**src/rtl/core/cft_pkg.sv**
```systemverilog
// cft_pkg: types, token codes and byte constants shared by the csv field tokenizer
// depends on nothing
`timescale 1ns / 1ps

package cft_pkg;

   localparam logic [7:0] QUOTE_BYTE = 8'h22;
   localparam logic [7:0] COMMA_BYTE = 8'h2C;

   // token kinds on the result channel
   localparam logic [1:0] TOK_VALUE      = 2'd0;
   localparam logic [1:0] TOK_FIELD_END  = 2'd1;
   localparam logic [1:0] TOK_RECORD_END = 2'd2;

   // input kinds
   localparam logic KIND_BYTE = 1'b0;
   localparam logic KIND_EOL  = 1'b1;

   // queue between front and back
   localparam int Q_DEPTH = 4;
   localparam int QPTR_W  = $clog2(Q_DEPTH);
   localparam int QCNT_W  = $clog2(Q_DEPTH + 1);

   typedef struct packed {
      logic       kind;
      logic [7:0] data_byte;
   } req_type;

   typedef struct packed {
      logic [1:0] token_kind;
      logic [7:0] value_byte;
      logic       last;
   } rsp_type;

   typedef struct packed {
      logic [1:0] token_kind;
      logic [7:0] value_byte;
   } token_type;

   // one input item's worth of tokens, from one to four
   typedef struct packed {
      logic [1:0]      last_idx;
      token_type [3:0] tok;
   } entry_type;

   // utf-8 byte-order mark, byte k of three
   function automatic logic [7:0] bom_byte(input logic [1:0] k);
      case (k)
         2'd0:    bom_byte = 8'hEF;
         2'd1:    bom_byte = 8'hBB;
         2'd2:    bom_byte = 8'hBF;
         default: bom_byte = 8'h00;
      endcase
   endfunction

endpackage

```
**src/rtl/core/csv_field_tokenizer.sv**
```systemverilog
// csv_field_tokenizer: top level, front classifier, token queue and result back end
// depends on cft_pkg, cft_front, cft_queue, cft_back
`timescale 1ns / 1ps

// The tokenizer takes one line byte or end-of-line item per cycle while
// req_ready is high and returns value bytes, field ends and record ends, one
// result per cycle while rsp_ready is high, with last set on the final result
// of each input item. The front classifies an item in the cycle it is
// accepted and pushes its one to four tokens as one entry into a four-entry
// queue; items that give no result (held byte-order-mark bytes, opening and
// closing quotes) push nothing. req_ready is high whenever the queue has room,
// so input runs at one item per cycle as long as the results drain. The back
// end sends one token per cycle from a registered output while rsp_ready is
// high, so the sustained input rate is set by the one result per cycle at
// the output. rsp_valid rises only once the item's entry is in the queue and
// its first token has been loaded into the result register.

module csv_field_tokenizer (
   input  logic             clock,
   input  logic             reset,
   input  logic             req_valid,
   output logic             req_ready,
   input  cft_pkg::req_type req_payload,
   output logic             rsp_valid,
   input  logic             rsp_ready,
   output cft_pkg::rsp_type rsp_payload
);
   import cft_pkg::*;

   // front to queue
   logic      q_push;
   entry_type q_data;
   logic      q_full;

   // queue to back
   entry_type q_head;
   logic      q_empty;
   logic      q_pop;

   // classification and parse state, one item per cycle while the queue has room
   cft_front u_front (
      .clock       (clock),
      .reset       (reset),
      .req_valid   (req_valid),
      .req_ready   (req_ready),
      .req_payload (req_payload),
      .q_full      (q_full),
      .q_push      (q_push),
      .q_data      (q_data)
   );

   // decoupling queue, lets input and result side stall independently
   cft_queue u_queue (
      .clock     (clock),
      .reset     (reset),
      .push      (q_push),
      .push_data (q_data),
      .full      (q_full),
      .pop       (q_pop),
      .head      (q_head),
      .empty     (q_empty)
   );

   // token serialiser and result register
   cft_back u_back (
      .clock       (clock),
      .reset       (reset),
      .head        (q_head),
      .q_empty     (q_empty),
      .q_pop       (q_pop),
      .rsp_valid   (rsp_valid),
      .rsp_ready   (rsp_ready),
      .rsp_payload (rsp_payload)
   );

endmodule

```
**src/rtl/core/cft_front.sv**
```systemverilog
// cft_front: parse state and classification of one input item into its tokens
// depends on cft_pkg
`timescale 1ns / 1ps

module cft_front (
   input  logic               clock,
   input  logic               reset,
   input  logic               req_valid,
   output logic               req_ready,
   input  cft_pkg::req_type   req_payload,
   input  logic               q_full,
   output logic               q_push,
   output cft_pkg::entry_type q_data
);
   import cft_pkg::*;

   typedef enum logic [1:0] {
      PH_START  = 2'd0,
      PH_PLAIN  = 2'd1,
      PH_QUOTED = 2'd2,
      PH_QSEEN  = 2'd3
   } phase_type;

   typedef struct packed {
      logic [1:0] n;
      token_type  t0;
      token_type  t1;
      phase_type  ph;
   } feed_type;

   function automatic feed_type feed(input phase_type ph, input logic [7:0] b);
      feed_type f;
      f.n  = 2'd0;
      f.t0 = '{token_kind: TOK_VALUE, value_byte: b};
      f.t1 = '{token_kind: TOK_VALUE, value_byte: b};
      f.ph = ph;
      case (ph)
         PH_START: begin
            if (b == QUOTE_BYTE) begin
               f.ph = PH_QUOTED;
            end else if (b == COMMA_BYTE) begin
               f.n  = 2'd1;
               f.t0 = '{token_kind: TOK_FIELD_END, value_byte: 8'h00};
            end else begin
               f.n  = 2'd1;
               f.ph = PH_PLAIN;
            end
         end
         PH_PLAIN: begin
            f.n = 2'd1;
            if (b == COMMA_BYTE) begin
               f.t0 = '{token_kind: TOK_FIELD_END, value_byte: 8'h00};
               f.ph = PH_START;
            end
         end
         PH_QUOTED: begin
            if (b == QUOTE_BYTE) begin
               f.ph = PH_QSEEN;
            end else begin
               f.n = 2'd1;
            end
         end
         PH_QSEEN: begin
            if (b == QUOTE_BYTE) begin
               f.n  = 2'd1;
               f.ph = PH_QUOTED;
            end else if (b == COMMA_BYTE) begin
               f.n  = 2'd1;
               f.t0 = '{token_kind: TOK_FIELD_END, value_byte: 8'h00};
               f.ph = PH_START;
            end else begin
               // closing quote then other byte: end field, open an unquoted one
               f.n  = 2'd2;
               f.t0 = '{token_kind: TOK_FIELD_END, value_byte: 8'h00};
               f.ph = PH_PLAIN;
            end
         end
         default: f.n = 2'd0;
      endcase
      return f;
   endfunction

   phase_type       phase_ff, phase_in;
   logic [1:0]      bom_ff, bom_in;
   logic            start_ff, start_in;
   token_type [3:0] tok;
   logic [2:0]      cnt;
   feed_type        f;
   logic            accept;

   assign req_ready = !q_full;
   assign accept    = req_valid && req_ready;

   always_comb begin
      phase_in = phase_ff;
      bom_in   = bom_ff;
      start_in = start_ff;
      tok      = '0;
      cnt      = 3'd0;
      f        = feed(phase_ff, req_payload.data_byte);
      if (req_payload.kind == KIND_EOL) begin
         // held mark bytes become an unquoted field
         if (start_ff && bom_ff != 2'd0) begin
            tok[0]   = '{token_kind: TOK_VALUE, value_byte: bom_byte(2'd0)};
            cnt      = 3'd1;
            phase_in = PH_PLAIN;
            if (bom_ff == 2'd2) begin
               tok[1] = '{token_kind: TOK_VALUE, value_byte: bom_byte(2'd1)};
               cnt    = 3'd2;
            end
         end
         if (phase_in != PH_START) begin
            tok[cnt[1:0]] = '{token_kind: TOK_FIELD_END, value_byte: 8'h00};
            cnt           = cnt + 3'd1;
         end
         tok[cnt[1:0]] = '{token_kind: TOK_RECORD_END, value_byte: 8'h00};
         cnt           = cnt + 3'd1;
         phase_in      = PH_START;
         bom_in        = 2'd0;
         start_in      = 1'b1;
      end else begin
         if (start_ff && bom_ff != 2'd3 &&
             req_payload.data_byte == bom_byte(bom_ff)) begin
            // mark byte held back, full mark discarded
            if (bom_ff == 2'd2) begin
               bom_in   = 2'd0;
               start_in = 1'b0;
            end else begin
               bom_in = bom_ff + 2'd1;
            end
         end else begin
            if (start_ff && bom_ff != 2'd0) begin
               tok[0]   = '{token_kind: TOK_VALUE, value_byte: bom_byte(2'd0)};
               cnt      = 3'd1;
               phase_in = PH_PLAIN;
               if (bom_ff == 2'd2) begin
                  tok[1] = '{token_kind: TOK_VALUE, value_byte: bom_byte(2'd1)};
                  cnt    = 3'd2;
               end
            end
            start_in = 1'b0;
            bom_in   = 2'd0;
            f        = feed(phase_in, req_payload.data_byte);
            if (f.n != 2'd0) begin
               tok[cnt[1:0]] = f.t0;
               cnt           = cnt + 3'd1;
            end
            if (f.n == 2'd2) begin
               tok[cnt[1:0]] = f.t1;
               cnt           = cnt + 3'd1;
            end
            phase_in = f.ph;
         end
      end
   end

   assign q_push          = accept && (cnt != 3'd0);
   assign q_data.tok      = tok;
   assign q_data.last_idx = 2'(cnt - 3'd1);

   always_ff @(posedge clock) begin
      if (reset) begin
         phase_ff <= PH_START;
         bom_ff   <= 2'd0;
         start_ff <= 1'b1;
      end else if (accept) begin
         phase_ff <= phase_in;
         bom_ff   <= bom_in;
         start_ff <= start_in;
      end
   end

endmodule

```
**src/rtl/core/cft_queue.sv**
```systemverilog
// cft_queue: short register queue of token entries between front and back
// depends on cft_pkg
`timescale 1ns / 1ps

module cft_queue (
   input  logic               clock,
   input  logic               reset,
   input  logic               push,
   input  cft_pkg::entry_type push_data,
   output logic               full,
   input  logic               pop,
   output cft_pkg::entry_type head,
   output logic               empty
);
   import cft_pkg::*;

   entry_type          mem_ff [Q_DEPTH];
   logic [QPTR_W-1:0]  wr_ff, wr_in;
   logic [QPTR_W-1:0]  rd_ff, rd_in;
   logic [QCNT_W-1:0]  cnt_ff, cnt_in;

   assign full  = (cnt_ff == QCNT_W'(Q_DEPTH));
   assign empty = (cnt_ff == '0);
   assign head  = mem_ff[rd_ff];

   always_comb begin
      wr_in  = push ? wr_ff + 1'b1 : wr_ff;
      rd_in  = pop ? rd_ff + 1'b1 : rd_ff;
      cnt_in = cnt_ff + QCNT_W'(push) - QCNT_W'(pop);
   end

   always_ff @(posedge clock) begin
      if (reset) begin
         wr_ff  <= '0;
         rd_ff  <= '0;
         cnt_ff <= '0;
      end else begin
         wr_ff  <= wr_in;
         rd_ff  <= rd_in;
         cnt_ff <= cnt_in;
      end
   end

   always_ff @(posedge clock) begin
      if (push) begin
         mem_ff[wr_ff] <= push_data;
      end
   end

endmodule

```
**src/rtl/core/cft_back.sv**
```systemverilog
// cft_back: walks each queued entry and drives the registered result channel
// depends on cft_pkg
`timescale 1ns / 1ps

module cft_back (
   input  logic               clock,
   input  logic               reset,
   input  cft_pkg::entry_type head,
   input  logic               q_empty,
   output logic               q_pop,
   output logic               rsp_valid,
   input  logic               rsp_ready,
   output cft_pkg::rsp_type   rsp_payload
);
   import cft_pkg::*;

   logic [1:0] idx_ff, idx_in;
   logic       valid_ff, valid_in;
   rsp_type    rsp_ff, rsp_in;
   logic       load;
   logic       at_last;

   assign load    = !q_empty && (!valid_ff || rsp_ready);
   assign at_last = (idx_ff == head.last_idx);
   assign q_pop   = load && at_last;

   always_comb begin
      idx_in   = idx_ff;
      valid_in = valid_ff && !rsp_ready;
      rsp_in   = rsp_ff;
      if (load) begin
         valid_in          = 1'b1;
         rsp_in.token_kind = head.tok[idx_ff].token_kind;
         rsp_in.value_byte = head.tok[idx_ff].value_byte;
         rsp_in.last       = at_last;
         idx_in            = at_last ? 2'd0 : idx_ff + 2'd1;
      end
   end

   always_ff @(posedge clock) begin
      if (reset) begin
         idx_ff   <= 2'd0;
         valid_ff <= 1'b0;
      end else begin
         idx_ff   <= idx_in;
         valid_ff <= valid_in;
      end
   end

   always_ff @(posedge clock) begin
      rsp_ff <= rsp_in;
   end

   assign rsp_valid   = valid_ff;
   assign rsp_payload = rsp_ff;

   a_idx_in_entry: assert property (@(posedge clock) disable iff (reset)
      !q_empty |-> idx_ff <= head.last_idx)
      else $error("token index beyond end of queued entry");

   a_mid_entry_held: assert property (@(posedge clock) disable iff (reset)
      idx_ff != 2'd0 |-> !q_empty)
      else $error("partly sent entry left the queue");

   a_rest_pending: assert property (@(posedge clock) disable iff (reset)
      valid_ff && !rsp_ff.last |-> !q_empty)
      else $error("result without last but no tokens left");

   a_reset_idle: assert property (@(posedge clock)
      $past(reset) |-> !valid_ff && idx_ff == 2'd0)
      else $error("back end not idle after reset");

endmodule
```
**config.mk**
```make
export PLATFORM = sky130hd
export DESIGN_NAME = csv_field_tokenizer
export DESIGN_NICKNAME = d
export VERILOG_FILES = /design/src/rtl/core/cft_pkg.sv /design/src/rtl/core/csv_field_tokenizer.sv /design/src/rtl/core/cft_front.sv /design/src/rtl/core/cft_queue.sv /design/src/rtl/core/cft_back.sv
export SDC_FILE = /design/constraint.sdc
export NUM_CORES = 1
export LEC_CHECK = 0
export ABC_AREA = 0
export BUFFER_PORTS_ARGS = -buffer_cell sky130_fd_sc_hd__buf_2
export CORE_UTILIZATION = 55
export DETAILED_ROUTE_END_ITERATION = 8
export PLACE_DENSITY = 0.76
export REMOVE_ABC_BUFFERS = 1
export SYNTH_ARGS = -nofsm -noshare
export SYNTH_HDL_FRONTEND = slang
export SYNTH_SLANG_ARGS = --single-unit
export TNS_END_PERCENT = 30
```
**constraint.sdc**
```tcl
create_clock -name clock -period 9.3 [get_ports clock]
set_clock_uncertainty 0.1 [all_clocks]
set_input_delay 1.86 -clock clock [delete_from_list [all_inputs] [get_ports clock]]
set_output_delay 1.86 -clock clock [all_outputs]
set_load 0.03 [all_outputs]
```
==> flow_summary.toml, run 1 <==
[global_route]
antenna_found_initial = 0
grt_pass1_vias = 4778
grt_pass1_wl_um = 27400
grtUsageTotal = 0.237
grt_max_degree = 43
grt_overflow_total = 0

[yosys]
ys_seq_area_frac = 0.675
synth.area.top_cells = "edfxtp_1 (64%), mux4_2 (14%), dfxtp_1 (4.0%)"
yosysUniqueCellTypes = 56
async_flop_share = 0
yosysTopAreaCellShare = 0.635
ys_warn_count = 0
avgSynthCellArea_sq_um = 16.8
synth-edff-count = 179
synth_cells = 503
synth_top_area_cell = "edfxtp_1"
syn_area_sq_um = 8460
synth_seq_cells = 196
ys.flop_type = "edfxtp_1"

[floorplanning]
fp-row-count = 44
initial_core_util = 0.574
die_area_sq_um = 15900
chipWidth_um = 126
io_pins = 26
die-height_um = 126
core_sq_um = 14800

[layout]
diodes = 0
syn_to_final_growth_pct = 10.7
layout-drive-gt1-share = 0.244
final_nets = 561
fin_cells = 728
stdcell_area_sq_um = 9370
nFillCells = 1051

[setup_path]
required_ps = 9510
r2r_end = "u_queue.cnt_ff[2]"
crit_path_end_kind = "flop"
r2r_cells = 18
crit_fanout = 7
worstPathArrival_ps = 6120
critPathLaunchType = "input port"
worst-r2r-setup-slack_ps = 3790
crit_type = "in -> reg"
regToRegStartpoint = "u_front.bom_ff[0]"
crit_start = "req_payload[4]"

[detailed_routing]
viasPerCell = 6.37
first_pass_iters = 5
wl_um = 17000
wl_per_cell_um = 23.4
initialDrtViolationCount = 462
drc = 0
final_antenna_net_count = 0
vias = 4638

[hold_path]
min_path_type = "reg -> reg"
min_path_cells = 2
min_to = "u_back.rsp_valid"
hold_start = "u_back.rsp_valid"

[timing]
final_hold_viol_count = 0
fin_tns_setup_ps = 0
hold_slack_ps = 372
finalCriticalPeriod_ps = 5910
finalSetupViolCount = 0
max-slew-margin-rel = 0.236
timing.fmax_mhz = 169
rsz0062_at_grt = "false"
tightest_slew_ps = 1150
drv_slew = 0
finalCritPeriodShare = 0.636

[cts]
cts_setup_buffers = 0
cts_resized = 0
clockRootBuffer = "clkbuf_16"
clock_latency_ps = 440
htreeDepth = 4
clk_pin_slew_ps = 70
cts_buffer_depth = 2
cts_hold_buf = 0
cts_tree = "done"
cts_buffers = 17
numClockSinks = 196

[power_and_ir_drop]
ir_drop_mv = 0.218
power_leakage_nw = 3.29
powerDensity_nw_per_um2 = 245
finalPower_w = 0.00229

[placed_design]
place_hpwl_um = 10600
gp_congestion = 0.845
placed_area_sq_um = 8790
place_inst = 696
portBuffers = 25

[outcome]
status = "finished, final reports clean"

[job]
drv_cap = 0
==> cells in the mapped netlist (3+ instances only) <==
master and instances:
a21o_1 8, a21oi_1 17, and2_1 14, and3_1 12, buf_2 7, clkbuf_1 18, dfxtp_1 17, edfxtp_1 179
ha_1 16, inv_1 21, mux4_2 52, nand2_1 22, nand2b_1 3, nand3_1 14, nor2_1 18, nor2b_1 3
nor3_1 7, nor3b_1 6, nor4_1 3, o21ai_0 13, o22ai_1 3, xnor2_1 6
==> metrics by stage <==
| stage | util | worst slack (ps) |
|---|---|---|
| 6_report | 0.635 | 3390 |
| 5_1_grt | 0.635 | 3150 |
| 4_1_cts | 0.635 | 3450 |
| 3_5_place_dp | 0.596 | 2990 |
| 3_3_place_gp | 0.596 | 3260 |
| 2_1_floorplan | - | 1380 |
==> kinds of logic after synthesis <==
group | count (synthesis) | share of synthesized area
flip-flops | 196 | 0.675
AND/OR/NAND/NOR | 117 | 0.0755
AO/OA/AOI/OAI | 63 | 0.0516
multiplexers | 52 | 0.138
buffers and inverters | 48 | 0.0232
adder cells (fa/ha/maj) | 18 | 0.0272
XOR/XNOR | 8 | 0.00828
other | 1 | 0.000443
==> cells in the final DEF (no fill, tap or decap), types with 13 or more instances in the layout <==
master and n:
dfxtp_1 15, ha_1 16, edfxtp_1 179, clkbuf_16 18, buf_2 25, nor2_1 18
a21oi_1 17, nand2_1 22, and2_1 14, o21ai_0 13, nand3_1 14, mux4_2 52
inv_1 21
==> registers in the layout (all words and copies together) (netlist names), named ones only <==
name	count
u_back.idx_ff	2
u_back.rsp_payload	11
u_back.rsp_valid	1
u_front.bom_ff	2
u_front.phase_ff	2
u_front.start_ff	1
u_queue.cnt_ff	3
u_queue.mem_ff	168
u_queue.rd_ff	2
u_queue.wr_ff	2
==> report_power, final <==
group / internal [W] / total [W] / switching (W)
Sequential: 0.00109 / 0.00115 / 0.0000656
Combinational: 0.000189 / 0.000439 / 0.000249
Clock: 0.000374 / 0.000702 / 0.000329
Total: 0.00165 / 0.00229 / 0.000643
==> layer usage <==
metal  global-route usage  routed length, um  vias to the layer above
met5                    0                  0                        -
met4               0.0836                388                        0
met3               0.0573                889                       32
met2                0.384               8500                      156
met1                0.315               7250                     2396
li1                     -                  -                     2054
==> worst max-delay path, cell delays in order <==
cell and delay, ps:
buf_2 160, or4b_1 660, nor4_1 510, a21oi_1 240
inv_1 150, nor3b_1 60, o22ai_1 300, ha_1 200
o21ai_0 230, a21oi_1 560, nor2_1 130, ha_1 250
fa_1 410, xnor2_1 200, xnor2_1 140, nor2_1 60
==> worst max path at each step <==
stage	endpoint	slack (ps)
finish	u_queue.cnt_ff[2]	3390
global route	u_queue.cnt_ff[2]	3150
CTS	u_queue.cnt_ff[2]	3450
detailed placement	u_queue.cnt_ff[2]	2990
global placement	u_queue.cnt_ff[2]	3260
floorplan	u_queue.mem_ff[0][0]	1380
==> cell type report <==
cell class                      count  area, sq um  area share
Clock buffer                       19          464      0.0495
Clock inverter                     13          111      0.0119
Inverter                           21         78.8     0.00841
Multi-Input combinational cell    262         2580       0.276
Sequential cell                   196         5720       0.610
Tap cell                          184          230      0.0246
Timing Repair Buffer               33          185      0.0198
No activity file was read; power rests on OpenSTA's default activity.
==> inputs of run 2 (changes only) <==
Clock period 9.3 ns to 6.2 ns, I/O delays scaled along.
==> run 2 against run 1 <==
Global-route usage barely moved. Non-clock buffer count increased by 3. Total power up 52%. Core utilization grew 0.47 points. Register-to-register slack lost 2100 ps. Count of clock-buffer cells in the layout increased by 4. Wire length increased by 0.75%. Die area unchanged. Hold slack improved by 4.7 ps. Critical endpoint unchanged. Largest power group unchanged.
==> flow_summary.toml, run 2 (synthesis gave the netlist of run 1 again) <==
[layout]
mostFrequentLayoutCells = "edfxtp_1 (179), mux4_2 (52), buf_2 (25), nand2_1 (22)"
final_common_cell = "edfxtp_1"
syn_to_final_growth_pct = 11.5
nFillCells = 1032
diodes = 0
fin_cells = 731
layout-drive-gt1-share = 0.247
largest_reg_flops = 168
regMostFlops = "u_queue.mem_ff"
final_nets = 564

[global_route]
grt_pass1_wl_um = 27200
antenna_found_initial = 0
grt_overflow_total = 0
grt_max_degree = 43
grtUsageTotal = 0.236
grt_pass1_vias = 4758

[floorplanning]
initial_core_util = 0.574
die-height_um = 126
fp-row-count = 44
chipWidth_um = 126
core_sq_um = 14800
io_pins = 26
die_area_sq_um = 15900

[setup_path]
slowest_stage = "or4b_1"
critPathLaunchType = "input port"
crit_fanout = 7
critPathBufInv = 2
crit_family = "simple AND/OR/NAND/NOR gates"
worstPathArrival_ps = 5370
cp_cell_sequence = "buf_2, or4b_1, nor4_1, a21oi_1, inv_1, nor3b_1, o22ai_1, ha_1, o21ai_0, a21oi_1, nor2_1, ha_1, fa_1, xnor2_1, xnor2_1, nor2_1"
cpPeakStageDelay_ps = 650
required_ps = 6420
crit_path_end_kind = "flop"
crit_type = "in -> reg"

[placed_design]
portBuffers = 25
place_hpwl_um = 10500
gp_congestion = 0.890
place_inst = 699

[power_and_ir_drop]
ir_drop_mv = 0.313
finalPower_w = 0.00349
power_leakage_nw = 3.32
powerDensity_nw_per_um2 = 370

[outcome]
status = "finished, final reports clean"

[cts]
clockRootBuffer = "clkbuf_16"
clk_pin_slew_ps = 70
clock_latency_ps = 440
cts_tree = "done"
htreeDepth = 4
cts_setup_buffers = 0
cts_resized = 0
cts_buffer_depth = 2
cts_hold_buf = 0
cts_buffers = 17
numClockSinks = 196

[timing]
hold_slack_ps = 376
finalSetupViolCount = 0
rsz0062_at_grt = "false"
finalCriticalPeriod_ps = 5160
final_hold_viol_count = 0
tightest_slew_ps = 1140
timing.fmax_mhz = 194
finalCritPeriodShare = 0.832
drv_slew = 0
max-slew-margin-rel = 0.239

[detailed_routing]
wl_per_cell_um = 23.5
wl_um = 17100
final_antenna_net_count = 0
first_pass_iters = 6
initialDrtViolationCount = 468
viasPerCell = 6.25
vias = 4570
drc = 0

[hold_path]
min_path_type = "reg -> reg"

[job]
drv_cap = 0
-- run 2: changes by cell type in the layout (fill, tap and decap cells not counted), sizes merged --
cell    previous run  this run
inv               30        24
buf               33        36
clkbuf            19        23
clkinv             4         6
-- run 2: cell type report --
class | instances | area [sq um] | area share
well taps | 184 | 230 | 0.0244
clock inverters | 9 | 80.1 | 0.00848
multi-input cells | 262 | 2580 | 0.274
flip-flops and latches | 196 | 5720 | 0.606
repair buffers | 36 | 208 | 0.0220
clock buffers | 23 | 543 | 0.0575
inverters | 21 | 78.8 | 0.00835
-- run 2: routing by layer --
| layer | routed length, um | global-route usage | vias up |
|---|---|---|---|
| met5 | 0 | 0 | - |
| met4 | 563 | 0.113 | 0 |
| met3 | 878 | 0.0438 | 40 |
| met2 | 8190 | 0.376 | 151 |
| met1 | 7510 | 0.319 | 2331 |
| li1 | - | - | 2048 |
-- run 2: stage by stage --
step	TNS, ps	area, sq um	setup slack [ps]	util
finish	0	9440	1040	0.640
global placement	0	8820	801	0.598
detailed placement	0	8820	622	0.598
global route	0	9440	665	0.640
CTS	0	9440	1060	0.640
floorplan	-184650	8360	-1100	-
-- run 2: power breakdown --
group,internal [W],total (W),switching (W)
clock,0.000629,0.00111,0.000478
combinational,0.000284,0.000644,0.000360
sequential,0.00163,0.00174,0.000111
-- run 2: tightest hold or removal path: stages (launching register included) --
cell     delay [ps]
dfxtp_1         330
nand2_1          60
a21oi_1          50
-- run 2: path summary, 6_finish.rpt --
path / startpoint / end / slack, ps / depth (start not counted)
max: req_payload[4] / u_queue.cnt_ff[2] / 1040 / 16
min reg2reg: u_back.rsp_valid / u_back.rsp_valid / 380 / 2
max reg2reg: u_front.bom_ff[0] / u_queue.cnt_ff[2] / 1690 / 20
min: u_back.rsp_valid / u_back.rsp_valid / 380 / 2
